===== src/design/assert_macros.svh =====
// ----------------------------------------------------------------------------
// assert_macros
// Assertion helpers shared by the regulator modules.
// Each macro expects signals named clk and rst in the module that uses it.
// ----------------------------------------------------------------------------
`ifndef ASSERT_MACROS_SVH
`define ASSERT_MACROS_SVH

// Same-cycle implication, checked outside reset.
`define PIPR_ASSERT_IMM(label, ante, cons, msg) \
  label: assert property (@(posedge clk) disable iff (rst) (ante) |-> (cons)) \
    else $error(msg);

// Next-cycle implication, checked outside reset.
`define PIPR_ASSERT_NXT(label, ante, cons, msg) \
  label: assert property (@(posedge clk) disable iff (rst) (ante) |=> (cons)) \
    else $error(msg);

`endif


===== src/design/pipr_pkg.sv =====
// ----------------------------------------------------------------------------
// pipr_pkg
// Shared widths, constants, configuration and controller/datapath interface
// types of the PI pressure regulator.
// ----------------------------------------------------------------------------
package pipr_pkg;

  localparam int NOW_W    = 32;
  localparam int LEVEL_W  = 17;
  localparam int DRIVE_W  = 16;
  localparam int TARGET_W = 13;
  localparam int ACC_W    = 27;
  localparam int DT_W     = 16;
  localparam int ERR_W    = 18;
  localparam int PROP_W   = 24;
  localparam int IQ_W     = 18;
  localparam int CAND_W   = 26;
  localparam int DELTA_W  = 40;
  localparam int SUM_W    = 41;
  localparam int MUL_W    = 28;
  localparam int PROD_W   = 2 * MUL_W;
  localparam int ADDR_W   = 5;
  localparam int DATA_W   = 32;

  // floor(y / 125) = (y * RECIP125) >> RECIP_SHIFT, exact for y below 2^25
  localparam logic [25:0] RECIP125    = 26'd34359739;
  localparam int          RECIP_SHIFT = 32;

  localparam logic [TARGET_W-1:0] TARGET_BASE = 13'd4000;
  localparam logic [15:0]         SET_MAX     = 16'd50000;
  localparam logic [9:0]          INTEG_SCALE = 10'd1000;
  localparam logic [DT_W-1:0]     ELAPSED_SAT = 16'hFFFF;

  typedef struct packed {
    logic [9:0]  period_ms;
    logic [5:0]  prop_gain;
    logic [5:0]  integ_gain;
    logic [9:0]  dead_band;
    logic [15:0] integ_limit;
    logic [15:0] drive_max;
    logic [15:0] valid_min;
    logic [15:0] valid_max;
  } cfg_t;

  typedef enum logic [2:0] {
    REG_PERIOD_MS   = 3'd0,
    REG_PROP_GAIN   = 3'd1,
    REG_INTEG_GAIN  = 3'd2,
    REG_DEAD_BAND   = 3'd3,
    REG_INTEG_LIMIT = 3'd4,
    REG_DRIVE_MAX   = 3'd5,
    REG_VALID_MIN   = 3'd6,
    REG_VALID_MAX   = 3'd7
  } cfg_idx_t;

  typedef enum logic [1:0] {
    ST_REGULATING    = 2'd0,
    ST_DISABLED      = 2'd1,
    ST_OUT_OF_WINDOW = 2'd2
  } status_t;

  typedef enum logic [2:0] {
    MUL_NONE = 3'd0,
    MUL_TGT  = 3'd1,
    MUL_PROP = 3'd2,
    MUL_QUOT = 3'd3,
    MUL_IGE  = 3'd4,
    MUL_DT   = 3'd5,
    MUL_LIM  = 3'd6
  } mul_sel_t;

  typedef struct packed {
    logic     latch_in;
    logic     check_time;
    mul_sel_t mul_sel;
    logic     ld_target;
    logic     ld_prop;
    logic     ld_iq;
    logic     ld_delta;
    logic     upd_acc;
    logic     ld_drive;
    logic     ld_out;
  } dp_cmd_t;

  typedef struct packed {
    logic too_early;
    logic bail;
  } dp_sts_t;

endpackage


===== src/design/pi_pressure_regulator.sv =====
// ----------------------------------------------------------------------------
// pi_pressure_regulator
// Periodic PI pressure regulator with feedforward and anti-windup.
//   Requests arrive on in_valid/in_stall with now_ms, set_level, sensed_level
//   and enable; results leave on out_valid/out_stall with drive_out,
//   target_level and reg_status. A request is taken when valid is high and
//   stall is low. Settings are to be written over the APB-style port
//   (pready tied high) only while idle; the block does not enforce this.
//   A request earlier than period_ms after the last update gives no result;
//   the sequencer returns to idle after the time check. A disabled or
//   out-of-window request goes from the target step straight to the last
//   step and shows its result. A regulating update runs through every step:
//   the sequencer passes seven products through the single shared 28 x 28
//   multiplier, one at a time, with a register after each.
//   One request is worked on at a time; a finished result waits in the
//   output register while the next request is accepted. If the receiver
//   stalls, the result holds and the sequencer waits at its last step until
//   the register frees up.
//   Reset clears the sequencer, the result valid, the last update time and
//   the integral, and loads the default settings.
// ----------------------------------------------------------------------------
module pi_pressure_regulator (
  input  logic                                clk,
  input  logic                                rst,
  // configuration port
  input  logic                                psel,
  input  logic                                penable,
  input  logic                                pwrite,
  input  logic [pipr_pkg::ADDR_W-1:0]         paddr,
  input  logic [pipr_pkg::DATA_W-1:0]         pwdata,
  output logic [pipr_pkg::DATA_W-1:0]         prdata,
  output logic                                pready,
  // request channel
  input  logic                                in_valid,
  output logic                                in_stall,
  input  logic [pipr_pkg::NOW_W-1:0]          now_ms,
  input  logic signed [pipr_pkg::LEVEL_W-1:0] set_level,
  input  logic signed [pipr_pkg::LEVEL_W-1:0] sensed_level,
  input  logic                                enable,
  // result channel
  output logic                                out_valid,
  input  logic                                out_stall,
  output logic [pipr_pkg::DRIVE_W-1:0]        drive_out,
  output logic [pipr_pkg::TARGET_W-1:0]       target_level,
  output logic [1:0]                          reg_status
);
  import pipr_pkg::*;

  cfg_t    cfg;
  dp_cmd_t cmd;
  dp_sts_t sts;

  // settings, reset to the defaults
  pipr_regs u_regs (
    .clk     (clk),
    .rst     (rst),
    .psel    (psel),
    .penable (penable),
    .pwrite  (pwrite),
    .paddr   (paddr),
    .pwdata  (pwdata),
    .prdata  (prdata),
    .pready  (pready),
    .cfg     (cfg)
  );

  // sequencer: drives the datapath step by step and both handshakes
  pipr_ctrl u_ctrl (
    .clk       (clk),
    .rst       (rst),
    .in_valid  (in_valid),
    .in_stall  (in_stall),
    .out_valid (out_valid),
    .out_stall (out_stall),
    .sts       (sts),
    .cmd       (cmd)
  );

  // arithmetic, regulator state and the output register
  pipr_dp u_dp (
    .clk          (clk),
    .rst          (rst),
    .cmd          (cmd),
    .sts          (sts),
    .cfg          (cfg),
    .now_ms       (now_ms),
    .set_level    (set_level),
    .sensed_level (sensed_level),
    .enable       (enable),
    .drive_out    (drive_out),
    .target_level (target_level),
    .reg_status   (reg_status)
  );

endmodule


===== src/design/pipr_regs.sv =====
// ----------------------------------------------------------------------------
// pipr_regs
// Configuration register file behind the APB-style port.
// ----------------------------------------------------------------------------
module pipr_regs (
  input  logic                          clk,
  input  logic                          rst,
  input  logic                          psel,
  input  logic                          penable,
  input  logic                          pwrite,
  input  logic [pipr_pkg::ADDR_W-1:0]   paddr,
  input  logic [pipr_pkg::DATA_W-1:0]   pwdata,
  output logic [pipr_pkg::DATA_W-1:0]   prdata,
  output logic                          pready,
  output pipr_pkg::cfg_t                cfg
);
  import pipr_pkg::*;

  logic     wr_en;
  cfg_idx_t idx;

  assign pready = 1'b1;
  assign wr_en  = psel & penable & pwrite;
  assign idx    = cfg_idx_t'(paddr[4:2]);

  always_ff @(posedge clk) begin
    if (rst) begin
      cfg.period_ms   <= 10'd10;
      cfg.prop_gain   <= 6'd12;
      cfg.integ_gain  <= 6'd6;
      cfg.dead_band   <= 10'd15;
      cfg.integ_limit <= 16'd20000;
      cfg.drive_max   <= 16'd50000;
      cfg.valid_min   <= 16'd3500;
      cfg.valid_max   <= 16'd20500;
    end else if (wr_en) begin
      case (idx)
        REG_PERIOD_MS:   cfg.period_ms   <= pwdata[9:0];
        REG_PROP_GAIN:   cfg.prop_gain   <= pwdata[5:0];
        REG_INTEG_GAIN:  cfg.integ_gain  <= pwdata[5:0];
        REG_DEAD_BAND:   cfg.dead_band   <= pwdata[9:0];
        REG_INTEG_LIMIT: cfg.integ_limit <= pwdata[15:0];
        REG_DRIVE_MAX:   cfg.drive_max   <= pwdata[15:0];
        REG_VALID_MIN:   cfg.valid_min   <= pwdata[15:0];
        REG_VALID_MAX:   cfg.valid_max   <= pwdata[15:0];
        default: ;
      endcase
    end
  end

  always_comb begin
    case (idx)
      REG_PERIOD_MS:   prdata = {22'b0, cfg.period_ms};
      REG_PROP_GAIN:   prdata = {26'b0, cfg.prop_gain};
      REG_INTEG_GAIN:  prdata = {26'b0, cfg.integ_gain};
      REG_DEAD_BAND:   prdata = {22'b0, cfg.dead_band};
      REG_INTEG_LIMIT: prdata = {16'b0, cfg.integ_limit};
      REG_DRIVE_MAX:   prdata = {16'b0, cfg.drive_max};
      REG_VALID_MIN:   prdata = {16'b0, cfg.valid_min};
      REG_VALID_MAX:   prdata = {16'b0, cfg.valid_max};
      default:         prdata = '0;
    endcase
  end

endmodule


===== src/design/pipr_ctrl.sv =====
// ----------------------------------------------------------------------------
// pipr_ctrl
// Sequencer: steps one request through the shared multiplier and owns the
// input and result handshakes.
// ----------------------------------------------------------------------------
`include "assert_macros.svh"

module pipr_ctrl (
  input  logic              clk,
  input  logic              rst,
  input  logic              in_valid,
  output logic              in_stall,
  output logic              out_valid,
  input  logic              out_stall,
  input  pipr_pkg::dp_sts_t sts,
  output pipr_pkg::dp_cmd_t cmd
);
  import pipr_pkg::*;

  typedef enum logic [12:0] {
    S_IDLE = 13'b0000000000001,
    S_TIME = 13'b0000000000010,
    S_TGTM = 13'b0000000000100,
    S_TGTR = 13'b0000000001000,
    S_PRM  = 13'b0000000010000,
    S_QDM  = 13'b0000000100000,
    S_IGM  = 13'b0000001000000,
    S_DTM  = 13'b0000010000000,
    S_LMM  = 13'b0000100000000,
    S_UPD  = 13'b0001000000000,
    S_QD2  = 13'b0010000000000,
    S_DRV  = 13'b0100000000000,
    S_FIN  = 13'b1000000000000
  } state_t;

  state_t state, state_next;

  assign in_stall = (state != S_IDLE);

  always_comb begin
    cmd        = '0;
    cmd.mul_sel = MUL_NONE;
    state_next = state;
    case (state)
      S_IDLE: begin
        cmd.latch_in = in_valid;
        if (in_valid) state_next = S_TIME;
      end
      S_TIME: begin
        cmd.check_time = 1'b1;
        state_next = sts.too_early ? S_IDLE : S_TGTM;
      end
      S_TGTM: begin
        cmd.mul_sel = MUL_TGT;
        state_next  = S_TGTR;
      end
      S_TGTR: begin
        cmd.ld_target = 1'b1;
        state_next = sts.bail ? S_FIN : S_PRM;
      end
      S_PRM: begin
        cmd.mul_sel = MUL_PROP;
        state_next  = S_QDM;
      end
      S_QDM: begin
        cmd.ld_prop = 1'b1;
        cmd.mul_sel = MUL_QUOT;
        state_next  = S_IGM;
      end
      S_IGM: begin
        cmd.ld_iq   = 1'b1;
        cmd.mul_sel = MUL_IGE;
        state_next  = S_DTM;
      end
      S_DTM: begin
        cmd.mul_sel = MUL_DT;
        state_next  = S_LMM;
      end
      S_LMM: begin
        cmd.ld_delta = 1'b1;
        cmd.mul_sel  = MUL_LIM;
        state_next   = S_UPD;
      end
      S_UPD: begin
        cmd.upd_acc = 1'b1;
        state_next  = S_QD2;
      end
      S_QD2: begin
        cmd.mul_sel = MUL_QUOT;
        state_next  = S_DRV;
      end
      S_DRV: begin
        cmd.ld_drive = 1'b1;
        state_next   = S_FIN;
      end
      S_FIN: begin
        // load the output register once it is free or being drained
        if (!out_valid || !out_stall) begin
          cmd.ld_out = 1'b1;
          state_next = S_IDLE;
        end
      end
      default: state_next = S_IDLE;
    endcase
  end

  always_ff @(posedge clk) begin
    if (rst) begin
      state     <= S_IDLE;
      out_valid <= 1'b0;
    end else begin
      state <= state_next;
      if (cmd.ld_out) begin
        out_valid <= 1'b1;
      end else if (!out_stall) begin
        out_valid <= 1'b0;
      end
    end
  end

  `PIPR_ASSERT_IMM(a_no_overwrite, out_valid && out_stall, !cmd.ld_out, "held result overwritten")
  `PIPR_ASSERT_NXT(a_early_drop, state == S_TIME && sts.too_early, state == S_IDLE, "early request not dropped")
  `PIPR_ASSERT_NXT(a_load_shows, cmd.ld_out, out_valid && state == S_IDLE, "loaded result not shown")

endmodule


===== src/design/pipr_dp.sv =====
// ----------------------------------------------------------------------------
// pipr_dp
// Datapath: request registers, regulator state, one shared registered
// multiplier, integral update with anti-windup and the output register.
// ----------------------------------------------------------------------------
`include "assert_macros.svh"

module pipr_dp (
  input  logic                            clk,
  input  logic                            rst,
  input  pipr_pkg::dp_cmd_t               cmd,
  output pipr_pkg::dp_sts_t               sts,
  input  pipr_pkg::cfg_t                  cfg,
  input  logic [pipr_pkg::NOW_W-1:0]      now_ms,
  input  logic signed [pipr_pkg::LEVEL_W-1:0] set_level,
  input  logic signed [pipr_pkg::LEVEL_W-1:0] sensed_level,
  input  logic                            enable,
  output logic [pipr_pkg::DRIVE_W-1:0]    drive_out,
  output logic [pipr_pkg::TARGET_W-1:0]   target_level,
  output logic [1:0]                      reg_status
);
  import pipr_pkg::*;

  // request registers
  logic [NOW_W-1:0]          now_q;
  logic signed [LEVEL_W-1:0] set_q;
  logic signed [LEVEL_W-1:0] sensed_q;
  logic                      en_q;

  // regulator state
  logic [NOW_W-1:0]          last_update;
  logic signed [ACC_W-1:0]   acc;

  // working registers
  logic [DT_W-1:0]           dt;
  logic [15:0]               set_c;
  logic signed [ERR_W-1:0]   err;
  logic signed [PROP_W-1:0]  prop;
  logic signed [IQ_W-1:0]    iq;
  logic signed [DELTA_W-1:0] delta;
  logic signed [PROD_W-1:0]  p;
  logic [DRIVE_W-1:0]        res_drive;
  logic [TARGET_W-1:0]       res_target;
  status_t                   res_status;

  logic [NOW_W-1:0]          elapsed;
  logic [11:0]               tgt_q;
  logic [TARGET_W-1:0]       tgt_comb;
  logic                      below, above;
  logic signed [ERR_W-1:0]   err_raw;
  logic [ERR_W-1:0]          err_mag;
  logic                      in_band;
  logic signed [MUL_W-1:0]   mul_a, mul_b;
  logic [ACC_W-1:0]          acc_mag;
  logic [16:0]               quo;
  logic signed [IQ_W-1:0]    iq_comb;
  logic signed [CAND_W-1:0]  cand, drive_s, dmax_s;
  logic                      integ_ok;
  logic signed [SUM_W-1:0]   sum, lim_s, nlim_s;
  logic signed [ACC_W-1:0]   acc_next;
  logic [DRIVE_W-1:0]        drive_clamped;

  assign elapsed       = now_q - last_update;
  assign sts.too_early = elapsed < {22'b0, cfg.period_ms};

  // target from set_c*8/125 held in the product
  assign tgt_q    = p[RECIP_SHIFT +: 12];
  assign tgt_comb = TARGET_BASE + {1'b0, tgt_q};

  assign below    = sensed_q[LEVEL_W-1] || (sensed_q[15:0] < cfg.valid_min);
  assign above    = !sensed_q[LEVEL_W-1] && (sensed_q[15:0] > cfg.valid_max);
  assign sts.bail = !en_q || below || above;

  assign err_raw = $signed({5'b0, tgt_comb}) - $signed({2'b0, sensed_q[15:0]});
  assign err_mag = err_raw[ERR_W-1] ? ERR_W'(-err_raw) : err_raw;
  assign in_band = err_mag < {8'b0, cfg.dead_band};

  assign acc_mag = acc[ACC_W-1] ? ACC_W'(-acc) : acc;

  always_comb begin
    case (cmd.mul_sel)
      MUL_TGT: begin
        mul_a = $signed({9'b0, set_c, 3'b0});
        mul_b = $signed({2'b0, RECIP125});
      end
      MUL_PROP: begin
        mul_a = $signed({22'b0, cfg.prop_gain});
        mul_b = {{(MUL_W-ERR_W){err[ERR_W-1]}}, err};
      end
      MUL_QUOT: begin
        mul_a = $signed({4'b0, acc_mag[ACC_W-1:3]});
        mul_b = $signed({2'b0, RECIP125});
      end
      MUL_IGE: begin
        mul_a = $signed({22'b0, cfg.integ_gain});
        mul_b = {{(MUL_W-ERR_W){err[ERR_W-1]}}, err};
      end
      MUL_DT: begin
        mul_a = p[MUL_W-1:0];
        mul_b = $signed({12'b0, dt});
      end
      MUL_LIM: begin
        mul_a = $signed({12'b0, cfg.integ_limit});
        mul_b = $signed({18'b0, INTEG_SCALE});
      end
      default: begin
        mul_a = '0;
        mul_b = '0;
      end
    endcase
  end

  // signed quotient of acc/1000, truncated toward zero
  assign quo     = p[RECIP_SHIFT +: 17];
  assign iq_comb = acc[ACC_W-1] ? -$signed({1'b0, quo}) : $signed({1'b0, quo});

  assign dmax_s = $signed({10'b0, cfg.drive_max});
  assign cand   = $signed({10'b0, set_c}) + {{(CAND_W-PROP_W){prop[PROP_W-1]}}, prop}
                + {{(CAND_W-IQ_W){iq[IQ_W-1]}}, iq};

  // integrate only when that does not push the drive deeper into saturation
  assign integ_ok = ((cand < dmax_s) && (cand > 0))
                 || ((cand >= dmax_s) && err[ERR_W-1])
                 || ((cand <= 0) && !err[ERR_W-1] && (err != '0));

  assign sum    = {{(SUM_W-ACC_W){acc[ACC_W-1]}}, acc}
                + {{(SUM_W-DELTA_W){delta[DELTA_W-1]}}, delta};
  assign lim_s  = $signed({15'b0, p[25:0]});
  assign nlim_s = -lim_s;

  always_comb begin
    if (sum > lim_s) begin
      acc_next = lim_s[ACC_W-1:0];
    end else if (sum < nlim_s) begin
      acc_next = nlim_s[ACC_W-1:0];
    end else begin
      acc_next = sum[ACC_W-1:0];
    end
  end

  assign drive_s = $signed({10'b0, set_c}) + {{(CAND_W-PROP_W){prop[PROP_W-1]}}, prop}
                 + {{(CAND_W-IQ_W){iq_comb[IQ_W-1]}}, iq_comb};

  always_comb begin
    if (drive_s > dmax_s) begin
      drive_clamped = cfg.drive_max;
    end else if (drive_s < 0) begin
      drive_clamped = '0;
    end else begin
      drive_clamped = drive_s[DRIVE_W-1:0];
    end
  end

  // state with reset
  always_ff @(posedge clk) begin
    if (rst) begin
      last_update <= '0;
      acc         <= '0;
    end else begin
      if (cmd.check_time && !sts.too_early) begin
        last_update <= now_q;
      end
      if (cmd.ld_target && sts.bail) begin
        acc <= '0;
      end else if (cmd.upd_acc && integ_ok) begin
        acc <= acc_next;
      end
    end
  end

  // payload registers
  always_ff @(posedge clk) begin
    p <= mul_a * mul_b;
    if (cmd.latch_in) begin
      now_q    <= now_ms;
      set_q    <= set_level;
      sensed_q <= sensed_level;
      en_q     <= enable;
    end
    if (cmd.check_time) begin
      dt <= (elapsed[NOW_W-1:DT_W] != '0) ? ELAPSED_SAT : elapsed[DT_W-1:0];
      if (set_q[LEVEL_W-1]) begin
        set_c <= '0;
      end else if (set_q[15:0] > SET_MAX) begin
        set_c <= SET_MAX;
      end else begin
        set_c <= set_q[15:0];
      end
    end
    if (cmd.ld_target) begin
      res_target <= tgt_comb;
      err        <= in_band ? '0 : err_raw;
      if (sts.bail) begin
        res_drive  <= '0;
        res_status <= en_q ? ST_OUT_OF_WINDOW : ST_DISABLED;
      end
    end
    if (cmd.ld_prop) prop <= p[PROP_W-1:0];
    if (cmd.ld_iq) iq <= iq_comb;
    if (cmd.ld_delta) delta <= p[DELTA_W-1:0];
    if (cmd.ld_drive) begin
      res_drive  <= drive_clamped;
      res_status <= ST_REGULATING;
    end
    if (cmd.ld_out) begin
      drive_out    <= res_drive;
      target_level <= res_target;
      reg_status   <= res_status;
    end
  end

  `PIPR_ASSERT_NXT(a_target_range, cmd.ld_target, res_target >= 13'd4000 && res_target <= 13'd7200, "target out of range")
  `PIPR_ASSERT_NXT(a_drive_clamp, cmd.ld_drive, res_drive <= $past(cfg.drive_max), "drive above clamp")
  `PIPR_ASSERT_NXT(a_bail_clears, cmd.ld_target && sts.bail, acc == '0, "integral kept on bail")

endmodule

===== config.mk =====
export PLATFORM = sky130hd
export DESIGN_NAME = pi_pressure_regulator
export DESIGN_NICKNAME = d
export VERILOG_FILES = /design/src/design/pipr_pkg.sv /design/src/design/pi_pressure_regulator.sv /design/src/design/pipr_regs.sv /design/src/design/pipr_ctrl.sv /design/src/design/pipr_dp.sv
export VERILOG_INCLUDE_DIRS = /design/src /design/src/design
export SDC_FILE = /design/constraint.sdc
export NUM_CORES = 2
export LEC_CHECK = 0
export ABC_AREA = 1
export BUFFER_PORTS_ARGS = -buffer_cell sky130_fd_sc_hd__buf_2
export CAP_MARGIN = 20
export CELL_PAD_IN_SITES_DETAIL_PLACEMENT = 0
export CELL_PAD_IN_SITES_GLOBAL_PLACEMENT = 1
export CORE_MARGIN = 2
export CORE_UTILIZATION = 49
export DETAILED_ROUTE_END_ITERATION = 12
export PLACE_DENSITY_LB_ADDON = 0.15
export RECOVER_POWER = 100
export SYNTH_ARGS = -nofsm -noshare
export SYNTH_HDL_FRONTEND = slang
export SYNTH_HIERARCHICAL = 1
export SYNTH_SLANG_ARGS = --single-unit
export TNS_END_PERCENT = 30

===== constraint.sdc =====
create_clock -name clk -period 9.9 [get_ports clk]
set_clock_uncertainty 0.1 [all_clocks]
set_input_delay 0.99 -clock clk [delete_from_list [all_inputs] [get_ports clk]]
set_output_delay 0.99 -clock clk [all_outputs]
set_load 0.01 [all_outputs]

==> flow_summary.json <==
{
  "status": "finished with violations",
  "violations": "capacitance limit, slew limit",
  "ys_ff_latch": 478,
  "io_buffers": 141,
  "crit_fanout": 19,
  "cts_buffers": 58,
  "async_flop_share_pct": 0,
  "hold_viol_final": 0,
  "dieArea_um2": 122000,
  "fillers": 11535,
  "max_stage_delay_ns": 0.55,
  "multi_input_area_um2": 40900,
  "worstPathRequired_ns": 10.33,
  "cp-start-kind": "flip-flop",
  "postSynthAreaPerCell_um2": 7.89,
  "vias_per_cell": 5.26,
  "synthTopCellsByArea": "fa_1 25%, edfxtp_1 13%, ha_1 10%",
  "fin_nets": 9185,
  "hold_path.class": "reg -> reg",
  "grt_pass1_wl_mm": 295,
  "power.leakage_nw": 33.0,
  "pwr_density_cell_nw_per_um2": 174,
  "stdcell_area_um2": 64800,
  "cpMaxStageDelayCell": "fa_1",
  "final_common_cell": "nand2_1",
  "wl_per_cell_um": 20.5,
  "initialDrtViolationCount": 4051,
  "globalRouteOverflowTotal": 0,
  "cts.root.buffer_cell": "clkbuf_16",
  "synth_edf_count": 258,
  "clk_latency_ns": 0.69,
  "grtUsageTotal_pct": 32.0,
  "clock-sinks": 478,
  "layout_common_cells": "1556 x nand2_1, 1427 x inv_1, 909 x nor2_1",
  "wirelength_mm": 193,
  "synth_flop_cell": "edfxtp_1",
  "num_rows": 126,
  "finalCritPeriodShare_pct": 96.0,
  "grt_max_degree": 97,
  "syn_inst": 7424,
  "maxSlewHeadroom_pct": -170,
  "cp_common_cell": "fa_1",
  "max_freq_mhz": 105,
  "die_y_um": 350,
  "yosysSeqAreaShare_pct": 20.8,
  "ios": 177,
  "antenna_found_initial": 5,
  "cap_violations": 3,
  "cts-htree-levels": 2,
  "dr_total_vias": 49686,
  "yosysWarnings": 6,
  "gp_congestion": 0.963,
  "endpoint_kind": "flip-flop",
  "arrival_ns": 9.93,
  "power_mw": 11.3,
  "netlist.area_leader.share_pct": 25.2,
  "dr.pass1.iters": 6,
  "cts_buffer_depth": 3,
  "pre_cts_ws_ns": 0.136,
  "min_period_ns": 9.51,
  "synthDistinctLibCells": 74,
  "antenna_left": 0,
  "grt_pass1_vias": 49739,
  "finalSetupViolations": 0,
  "critPathKind": "reg -> reg",
  "drive_above_1_share_pct": 7.91,
  "dp.final_hpwl_mm": 162,
  "finalWorstSetupSlack_ns": 0.392,
  "clkTransAtPathRegs_ns": 0.06,
  "syn2layout_area_growth_pct": 10.7,
  "slew_violations": 171,
  "drc": 0,
  "yosys.area.top_type": "fa_1",
  "post_dp_cell_area_um2": 62700,
  "die_w_um": 350,
  "core_um2": 118000,
  "netlist_area_um2": 58600,
  "cts_tree": "done",
  "vdd_drop_max_mv": 0.269,
  "start_util_pct": 49.5,
  "worst_pin_slew_ns": 4.06,
  "regArea_um2": 12200
}
through the flow:
stage               setup TNS, ns  std cells  util (%)  hold slack [ns]
floorplan                       0       7608         -            0.286
global placement                0       9320      53.0            0.289
detailed placement              0       9320      53.0            0.291
CTS                             0       9430      54.6            0.305
global route              -0.0373       9442      54.8            0.314
finish                          0       9443      54.8            0.306
worst max-delay path, delay by kind of cell, from the launching register on:
kind | cells | cell delay (ns)
fa+ha+maj | 9 | 4.37
simple gates | 14 | 1.97
compound gates | 7 | 1.47
buf+inv | 7 | 1.11
flops | 1 | 0.33
cell families (layout without fill, tap and decap cells):
family,count (synthesis),after routing,share of synthesized area [%]
AND/OR/NAND/NOR,3131,3132,22.5
buffers and inverters,1651,1948,11.0
adder cells (fa/ha/maj),1218,1218,35.5
AO/OA/AOI/OAI,735,735,7.12
flip-flops,478,478,20.8
other,4,189,0.0256
XOR/XNOR,207,207,3.13
synthesized netlist by cell type (8+ instances only):
| cell | count |
|---|---|
| nand2_1 | 1558 |
| inv_1 | 1434 |
| nor2_1 | 916 |
| fa_1 | 738 |
| ha_1 | 480 |
| a21oi_1 | 342 |
| nand3_1 | 322 |
| edfxtp_1 | 258 |
| dfxtp_1 | 220 |
| o21ai_0 | 215 |
| xor2_1 | 147 |
| nand4_1 | 117 |
| clkbuf_1 | 98 |
| xnor2_1 | 57 |
| nor3_1 | 55 |
| buf_2 | 33 |
| nor4_1 | 28 |
| nand2_2 | 25 |
| o211ai_1 | 25 |
| buf_4 | 23 |
| nand3b_1 | 23 |
| o21ai_1 | 23 |
| inv_2 | 22 |
| o21a_1 | 19 |
| nor2_2 | 18 |
| clkinv_1 | 17 |
| o21bai_1 | 16 |
| a221oi_1 | 15 |
| nor2_4 | 13 |
| buf_6 | 11 |
| a21boi_0 | 10 |
| a21o_1 | 10 |
| nand3_2 | 10 |
| or2_2 | 10 |
| or2_1 | 9 |
| buf_1 | 8 |
| o31ai_1 | 8 |
what timing repair did:
item / 4_1_cts / 5_1_grt
endpoints found under the hold margin: 0 / 0
setup endpoints to repair: 0 / 20
setup buffers: 0 / 10
gates resized for setup: 0 / 50
hold buffers: 0 / 0
power by group:
| group | switching [mW] | internal (mW) | total, mW |
|---|---|---|---|
| clock | 0.931 | 1.26 | 2.19 |
| sequential | 0.162 | 2.30 | 2.47 |
| combinational | 4.08 | 2.58 | 6.66 |
path summary, 6_finish.rpt:
check / from / endpoint / slack [ns] / depth (start not counted)
hold reg to reg: u_dp/p[29] / u_dp/delta[29] / 0.31 / 0
setup reg to reg: u_ctrl/state[0] / u_dp/p[48] / 0.39 / 37
hold / removal: u_dp/p[29] / u_dp/delta[29] / 0.31 / 0
setup / recovery: u_ctrl/state[0] / u_dp/p[48] / 0.39 / 37
layout make-up:
| type | count | area share (%) |
|---|---|---|
| Tap cell | 1536 | 2.96 |
| Clock buffer | 82 | 2.63 |
| Multi-Input combinational cell | 5480 | 63.0 |
| Sequential cell | 478 | 18.7 |
| Antenna cell | 1 | 0.00386 |
| Clock inverter | 28 | 0.394 |
| Timing Repair Buffer | 360 | 3.64 |
| Inverter | 1478 | 8.62 |
flip-flops by register name, summed over array words and instances (netlist names), 16 cells and up:
name and count:
u_dp/set_q 17, u_dp/dt 16, u_dp/last_update 32, u_dp/now_q 32
u_dp/set_c 16, u_dp/delta 40, u_dp/iq 18, u_dp/prop 24
u_dp/p 49, u_dp/acc 27, u_dp/sensed_q 17, u_dp/drive_out 16
u_dp/res_drive 16, u_dp/err 17, u_regs/cfg 96
layer usage:
layer | part of all wire, % | GRT usage, % | vias up
met5 | 0.020 | 0 | -
met4 | 3.7 | 10.2 | 4
met3 | 7.2 | 5.50 | 294
met2 | 46 | 52.5 | 1570
met1 | 43 | 43.1 | 23988
li1 | - | - | 23830
(Power assumes the default switching activity.)
